**config.mk**
```make
export PLATFORM = sky130hd
export DESIGN_NAME = sis_power
export DESIGN_NICKNAME = d
export VERILOG_FILES = /design/src/rtl/sis_power.sv
export SDC_FILE = /design/constraint.sdc
export NUM_CORES = 1
export LEC_CHECK = 0
export BUFFER_PORTS_ARGS = -buffer_cell sky130_fd_sc_hd__buf_2
export CORE_MARGIN = 4
export CORE_UTILIZATION = 30
export CTS_CLUSTER_DIAMETER = 100
export DETAILED_ROUTE_END_ITERATION = 8
export GPL_TIMING_DRIVEN = 0
export SYNTH_ARGS = -nofsm -noshare
export SYNTH_HDL_FRONTEND = slang
export SYNTH_SLANG_ARGS = --single-unit
export TNS_END_PERCENT = 30
```
**constraint.sdc**
```tcl
create_clock -name clk -period 16.27 [get_ports clk]
set_input_delay 4.0675 -clock clk [delete_from_list [all_inputs] [get_ports clk]]
set_output_delay 4.0675 -clock clk [all_outputs]
set_load 0.005 [all_outputs]
```
**src/rtl/sis_power.sv**
```systemverilog
module sis_power #(
  parameter int PROB_BITS = 16
) (
  input  logic                 clk,
  input  logic                 rst,
  input  logic                 go,
  input  logic [PROB_BITS:0]   base_in,
  input  logic [6:0]           exp_in,
  output logic                 done,
  output logic [PROB_BITS:0]   result
);
  localparam logic [PROB_BITS:0] ONE = {1'b1, {PROB_BITS{1'b0}}};

  logic [PROB_BITS:0] base;
  logic [6:0]         e;
  logic               run;
  logic [2*PROB_BITS+1:0] pr;
  logic [2*PROB_BITS+1:0] pb;

  // one bit of the exponent per cycle; an operand at 1.0 passes the other through
  always_comb begin
    pr = {{(PROB_BITS+1){1'b0}}, result} * {{(PROB_BITS+1){1'b0}}, base};
    pb = {{(PROB_BITS+1){1'b0}}, base} * {{(PROB_BITS+1){1'b0}}, base};
  end

  always_ff @(posedge clk) begin
    if (rst) begin
      run  <= 1'b0;
      done <= 1'b0;
    end else begin
      done <= 1'b0;
      if (go) begin
        run    <= 1'b1;
        base   <= base_in;
        e      <= exp_in;
        result <= ONE;
      end else if (run) begin
        if (e == 7'd0) begin
          run  <= 1'b0;
          done <= 1'b1;
        end else begin
          if (e[0]) begin
            if (result >= ONE) result <= base;
            else if (base < ONE) result <= pr[2*PROB_BITS:PROB_BITS];
          end
          if (base < ONE) base <= pb[2*PROB_BITS:PROB_BITS];
          e <= {1'b0, e[6:1]};
        end
      end
    end
  end
endmodule

```
**Word level (Yosys, flattened, before mapping)**

Index checks and enable logic that the tools add are counted.

- Input bits: 27
- Register bits: 43
- Output and inout port bits: 18
- Word-level logic and storage cells: 37

- Bitwise gates (word level): 2
- $mul: 2
- Magnitude comparators: 2
- Multiplexer cells: 16
- Equality and inequality tests: 1
- Reduce and logical (&&, ||, !) cells: 9

Operators by type and width:

| kind | count |
|---|---|
| $mux W17 | 9 |
| $mul A17 B17 Y33 | 2 |
| $mux W7 | 3 |
| $ge A17 B17 Y1 const B | 1 |
| $lt A17 B17 Y1 const B | 1 |
| $logic_not A7 Y1 | 1 |
| $reduce_bool A2 Y1 | 3 |
| $reduce_and A5 Y1 | 1 |
| $mux W1 | 4 |
| $reduce_and A4 Y1 | 1 |
| $reduce_and A3 Y1 | 1 |
| $reduce_bool A3 Y1 | 1 |
| $reduce_or A3 Y1 | 1 |
| $ne A2 B2 Y1 const B | 1 |
| $not A1 Y1 | 2 |

**Depth between registers and ports, before layout**

Gate-level depths: netlist of the first run.

- Word-level depth: 6
- Depth in mapped cells: 24
- Depth with buffers taken out: 22

**Worst setup path before layout of the first run**

No wires, ideal clock.

- Path kind: input port to flip-flop
- From: in go
- To: reg result[0] (enable)
- Slack: 10.088 ns
- Data required time: 15.873 ns
- Buffers on the path: 2
- Cell stages on the path: 5
- Setup time: 0.397 ns
- Arrival time: 5.785 ns
- Cells stage by stage: clkbuf_1 > clkbuf_1 > a21oi_1 > or2_2 > a21oi_1

- Word-level cells in the longest chain between the ends: 2
- Elaborated cells on any way between the ends: 5
- Those cells by class: eq/ne (1); reduce/logical (4)

Ends and longest elaborated chain:

| element | line | text |
|---|---|---|
| start, declared | 6 | `input logic go,` |
| $ne A2 B2 Y1 (no line), or another cell as far along | -- |  |
| $reduce_and A5 Y1 (no line) (*) | -- |  |
| end signal, assigned | 43 | `if (result >= ONE) result <= base;` |
| end signal, assigned | 44 | `else if (base < ONE) result <= pr[2*PROB_BITS:PROB_BITS];` |
| end, declared | 10 | `output logic [PROB_BITS:0] result` |

Every way passes the cells marked *; elsewhere a longest branch is shown, timed or not.
A chain may end at the register's enable or synchronous reset.

**Worst setup path after layout of the first run**

- From: reg base[4]
- To: reg base[16] (data pin)

- Word-level cells in the longest chain between the ends: 5

Ends and longest elaborated chain:

| element | line | text |
|---|---|---|
| start, declared | 14 | `logic [PROB_BITS:0] base;` |
| start signal, assigned | 34 | `base <= base_in;` |
| start signal, assigned | 46 | `if (base < ONE) base <= pb[2*PROB_BITS:PROB_BITS];` |
| $mul A17 B17 Y33 | 23 | `pb = {{(PROB_BITS+1){1'b0}}, base} * {{(PROB_BITS+1){1'b0}}, base};` |
| $mux W17 | 46 |  |
| $mux W17 | 38 | `if (e == 7'd0) begin` |
| $mux W17 | 37 | `end else if (run) begin` |
| $mux W17 | 32 | `if (go) begin` |

No other way between the ends. The select of a mux whose other input is x is not followed.

==> flow_summary.yaml, run 1 <==
outcome:
  outcome: "finished, final reports clean"
yosys:
  netlist-cell-type-count: 60
  synth_seq_cells: 43
  synth_edf_count: 41
  ys_seq_area_frac: 0.0670
  synth.net_count: 2775
  syn_inst: 2133
  syn_avg_cell_area_um2: 8.89
  synth_flop_cell: "edfxtp_1"
  synthArstFlopShare: 0
  synth_area_um2: 19000
  yosysWarnings: 0
drt:
  drt-vias-per-instance: 4.75
  wl_per_cell_um: 17.5
  vias: 14400
  drt_iter0_markers: 1120
  ant_nets: 0
  wl_um: 53000
  drc: 0
  first_pass_iters: 5
critical_path:
  startpoint_type: "register"
  crit_fanout: 10
  regToRegStartpoint: "base[4]$_DFFE_PP_"
  crit_arrival_ps: 8130
  cp_slowest_cell: "edfxtp_1"
  crit_required_ps: 16340
  r2r_cells: 22
  max_stage_delay_ps: 810
  worst_setup_path_end_kind: "register"
  cp.depth: 22
  worstPathBufferInverterCount: 6
  crit_start: "base[4]$_DFFE_PP_"
  r2r-end: "base[16]$_DFFE_PP_"
  crit_type: "reg2reg"
  crit_end: "base[16]$_DFFE_PP_"
  worstPathCellList: "clkbuf_1 > clkbuf_1 > nand2_1 > fa_1 > fa_1 > fa_1 > inv_1 > fa_1 > fa_1 > inv_1 > fa_1 > inv_1 > ha_1 > buf_2 > nand3_1 > nor2_1 > nand3_1 > o31ai_4 > nand4_1 > a31oi_1 > nor4_1 > a311o_1"
  cp_top_family: "adder cells"
  reg2reg_slack_ps: 8210
  crit_top_cell: "fa_1"
global_route:
  grt_pass1_wl_um: 84600
  grt_max_degree: 17
  grt_pass1_vias: 15200
  track_usage: 0.163
  grt_overflow: 0
  antenna_found_initial: 5
layout:
  area_growth_syn_to_layout_pct: 7.73
  fillCellCount: 6627
  mostFrequentLayoutCells: "inv_1 (553), fa_1 (409), nand2_1 (306), ha_1 (206), and2_1 (167)"
  layout_commonest_cell: "inv_1"
  drive_above_1_share: 0.0348
  nNetsFinal: 2827
clocking:
  cts_hold_buf: 0
  insertion_delay_ps: 330
  clk_pin_slew_ps: 70
  clock-root-buffer: "clkbuf_16"
  cts_sinks: 43
  cts_max_level: 2
  post_cts_buffers: 0
  cts_resized: 0
  tritoncts: "yes"
  cts_buffers: 5
  clk_path_buf_depth: 2
placement:
  dpl.hpwl_um: 43900
  gp_congestion: 0.869
  portBuffers: 43
sta:
  fmax_mhz: 124
  hold_violations: 0
  period_needed_ps: 8060
  skew_ps: 25.7
  slew_headroom: 0.333
  tightest_slew_ps: 1000
  setup_violations: 0
  setup-tns-final_ps: 0
  fin_crit_sh: 0.496
  rsz0062_at_grt: "false"
  slew_violations: 0
floorplan:
  core_um2: 62200
  die_y_um: 259
  start_util: 0.305
  die_area_um2: 67300
  ios: 45
  die_x_um: 259
  rows: 91
flow_run:
  drv_cap: 0
worst_hold_path:
  min_path_type: "reg2reg"
==> cells in the mapped netlist (7+ instances only) <==
master	n	share of area
nand4_1	16	0.0053
xnor2_1	37	0.017
and2_1	167	0.055
o21a_1	7	0.0028
nor2_1	46	0.0091
a21o_1	23	0.0091
o21ai_0	22	0.0058
clkbuf_1	92	0.018
and3_1	7	0.0023
nand2_1	306	0.061
inv_1	553	0.11
edfxtp_1	41	0.065
nor3_1	9	0.0024
fa_1	409	0.43
mux2_2	8	0.0048
nand3_1	19	0.0050
a21oi_1	52	0.014
o21ai_1	17	0.0045
ha_1	206	0.14
==> how the worst min path moves through the flow <==
stage | start | to | slack (ps) | cells past startpoint
after floorplan | run$_SDFF_PP0_ | done$_SDFF_PP0_ | 460 | 1
after global placement | run$_SDFF_PP0_ | done$_SDFF_PP0_ | 480 | 1
after detailed placement | run$_SDFF_PP0_ | done$_SDFF_PP0_ | 470 | 1
after CTS | run$_SDFF_PP0_ | done$_SDFF_PP0_ | 480 | 1
after global routing | run$_SDFF_PP0_ | done$_SDFF_PP0_ | 500 | 1
final | run$_SDFF_PP0_ | done$_SDFF_PP0_ | 480 | 1
==> worst register-to-register path, cell delays in order (launching register included) <==
cell and delay, ps:
edfxtp_1 810, clkbuf_1 660, clkbuf_1 630, nand2_1 230, fa_1 560, fa_1 510
fa_1 530, inv_1 60, fa_1 500, fa_1 500, inv_1 50, fa_1 470
inv_1 40, ha_1 250, buf_2 170, nand3_1 120, nor2_1 150, nand3_1 130
o31ai_4 430, nand4_1 230, a31oi_1 380, nor4_1 100, a311o_1 330
==> state kept, by name (all words and copies together) (netlist names) <==
name    count
base       17
done        1
e           7
result     17
run         1
==> kinds of logic after synthesis <==
kind of cell / synth area share
buffers and inverters: 0.128
AND/OR/NAND/NOR: 0.150
adder cells (fa/ha/maj): 0.568
XOR/XNOR: 0.0194
AO/OA/AOI/OAI: 0.0623
multiplexers: 0.00475
flip-flops: 0.0670
==> metrics by stage <==
| step | setup WS, ps | instances | utilization | hold WS (ps) | instance area, um^2 |
|---|---|---|---|---|---|
| 6_report | 8210 | 3024 | 0.329 | 483 | 20400 |
| 5_1_grt | 7930 | 3023 | 0.329 | 497 | 20400 |
| 4_1_cts | 8300 | 3023 | 0.329 | 482 | 20400 |
| 3_5_place_dp | 8310 | 3015 | 0.326 | 468 | 20300 |
| 3_3_place_gp | 8370 | 3013 | 0.325 | 475 | 20200 |
| 2_1_floorplan | 10090 | 2133 | - | 459 | 19000 |
==> metal layers <==
| metal | GRT usage | wire length, um | vias to the layer above |
|---|---|---|---|
| li1 | - | - | 6487 |
| met1 | 0.218 | 21800 | 7302 |
| met2 | 0.282 | 26100 | 517 |
| met3 | 0.0225 | 4060 | 59 |
| met4 | 0.0318 | 1030 | 0 |
| met5 | 0 | 0 | - |
==> final cells by class <==
type                       count  area (um^2)  area share
multi-input combinational   1442        15300       0.747
sequential                    43         1270      0.0622
inverter                     554         2080       0.102
timing repair buffer          45          241      0.0118
clock inverter                 3         42.5     0.00208
buffer                        94          355      0.0174
tap                          837         1050      0.0513
clock buffer                   5          125     0.00612
antenna                        1         2.50    0.000122
Power of run 1 is not shown: default switching activity piles up to over one toggle a cycle in this logic, so the estimate is an artifact.
==> run 2, diff against run 1 <==
==> constraint.sdc (replaced) <==
create_clock -name clk -period 6.45 [get_ports clk]
set_input_delay 1.6125 -clock clk [delete_from_list [all_inputs] [get_ports clk]]
set_output_delay 1.6125 -clock clk [all_outputs]
set_load 0.005 [all_outputs]
==> flow_summary.yaml, run 2 (synthesis results as in run 1) <==
sta:
  setup_violations: 0
  skew_ps: 30.9
  slew_violations: 0
  hold_violations: 0
  slew_headroom: 0.411
  fmax_mhz: 157
  rsz0062_at_grt: "true"
  fin_crit_sh: 0.985
  tightest_slew_ps: 883
  period_needed_ps: 6350
drt:
  ant_nets: 0
  drc: 0
  vias: 14700
  drt_iter0_markers: 1037
  wl_um: 55200
  drt-vias-per-instance: 4.76
  wl_per_cell_um: 17.9
  first_pass_iters: 5
global_route:
  track_usage: 0.168
  grt_pass1_wl_um: 87000
  grt_pass1_vias: 15600
  antenna_found_initial: 1
  grt_max_degree: 17
  grt_overflow: 0
critical_path:
  crit_required_ps: 6530
  cp_slowest_cell: "edfxtp_1"
  cp_top_family: "adder cells"
  worstPathBufferInverterCount: 4
  startpoint_type: "register"
  worst_setup_path_end_kind: "register"
  max_stage_delay_ps: 670
  crit_type: "reg2reg"
  crit_top_cell: "fa_1"
  worstPathCellList: "clkbuf_2 > nand2_1 > fa_1 > fa_1 > inv_1 > fa_1 > fa_1 > fa_1 > inv_1 > fa_1 > inv_1 > ha_1 > a21o_1 > a21o_1 > a21o_1 > o2bb2ai_1 > a21oi_1 > a21oi_1 > xor2_1 > o21a_1"
  crit_fanout: 10
  crit_arrival_ps: 6430
floorplan:
  die_y_um: 259
  die_area_um2: 67300
  core_um2: 62200
  rows: 91
  ios: 45
  start_util: 0.305
  die_x_um: 259
layout:
  drive_above_1_share: 0.124
  fillCellCount: 6524
  top_regs: "base x17, result x17, e x7"
  nNetsFinal: 2895
  multiInputGateArea_um2: 15700
  seq_area_um2: 1270
  mostFrequentLayoutCells: "inv_1 (551), fa_1 (402), nand2_1 (300), ha_1 (192), and2_1 (162)"
  area_growth_syn_to_layout_pct: 14.8
  fin_area_um2: 21800
  layout_commonest_cell: "inv_1"
clocking:
  clock-root-buffer: "clkbuf_16"
  cts_sinks: 43
  cts_hold_buf: 0
  insertion_delay_ps: 330
  clk_pin_slew_ps: 100
  tritoncts: "yes"
  clk_path_buf_depth: 2
  cts_buffers: 5
  cts_max_level: 2
placement:
  dpl.hpwl_um: 43900
  post_dp_cell_area_um2: 20300
  portBuffers: 43
  gp_congestion: 0.869
outcome:
  outcome: "finished, final reports clean"
worst_hold_path:
  min_path_type: "reg2reg"
flow_run:
  drv_cap: 0
run 2: cell count changes in the layout (fill, tap and decap cells not counted), moves of 9 or more:
cell,change
buf_4,+76
clkbuf_1,-68
buf_6,+22
clkbuf_2,+17
ha_1,-14
ha_4,+9
run 2: cell type report:
class	count	share of cell area
plain buffers	89	0.0310
diodes	1	0.000115
clock inverters	3	0.00195
clock buffers	5	0.00575
inverters	554	0.0957
flip-flops and latches	43	0.0584
repair buffers	118	0.0380
well taps	837	0.0481
multi-input cells	1442	0.721
run 2: per-layer routing:
layer / vias up / track usage / routed length, um
met5: - / 0.00585 / 51
met4: 2 / 0.0402 / 1400
met1: 7515 / 0.221 / 22800
li1: 6625 / - / -
met2: 498 / 0.289 / 27300
met3: 71 / 0.0276 / 3710
run 2: worst register-to-register path, stage by stage (launching register included):
cell and delay, ps:
edfxtp_1 670, clkbuf_2 330, nand2_1 100, fa_1 460, fa_1 490, inv_1 50, fa_1 510, fa_1 450
fa_1 490, inv_1 50, fa_1 470, inv_1 40, ha_1 360, a21o_1 210, a21o_1 190, a21o_1 250
o2bb2ai_1 150, a21oi_1 340, a21oi_1 160, xor2_1 170, o21a_1 170
run 2: metrics by stage:
stage               utilization  hold slack, ps  setup TNS, ps  cells  worst slack (ps)
floorplan                     -             459              0   2133               300
global placement          0.325             475         -31020   3013             -1450
detailed placement        0.326             468         -33250   3015             -1510
CTS                       0.341             482          -21.1   3071             -10.9
global route              0.350             497           -216   3091             -51.1
finish                    0.350             483              0   3092              99.7
run 2: final timing paths:
| kind | from | to | slack, ps | cells after the start |
|---|---|---|---|---|
| max | result[0]$_SDFFCE_PP0P_ | result[15]$_SDFFCE_PP0P_ | 100 | 20 |
| min | run$_SDFF_PP0_ | done$_SDFF_PP0_ | 480 | 1 |
| min reg2reg | run$_SDFF_PP0_ | done$_SDFF_PP0_ | 480 | 1 |
| max reg2reg | result[0]$_SDFFCE_PP0P_ | result[15]$_SDFFCE_PP0P_ | 100 | 20 |
run 2: timing repair:
action	CTS	global route
buffers inserted	50	23
resized for setup	133	152
endpoints found under the setup margin	34	24
endpoints found under the hold margin	0	0
pin swaps	5	27
Power of run 2 is left out for the same reason.
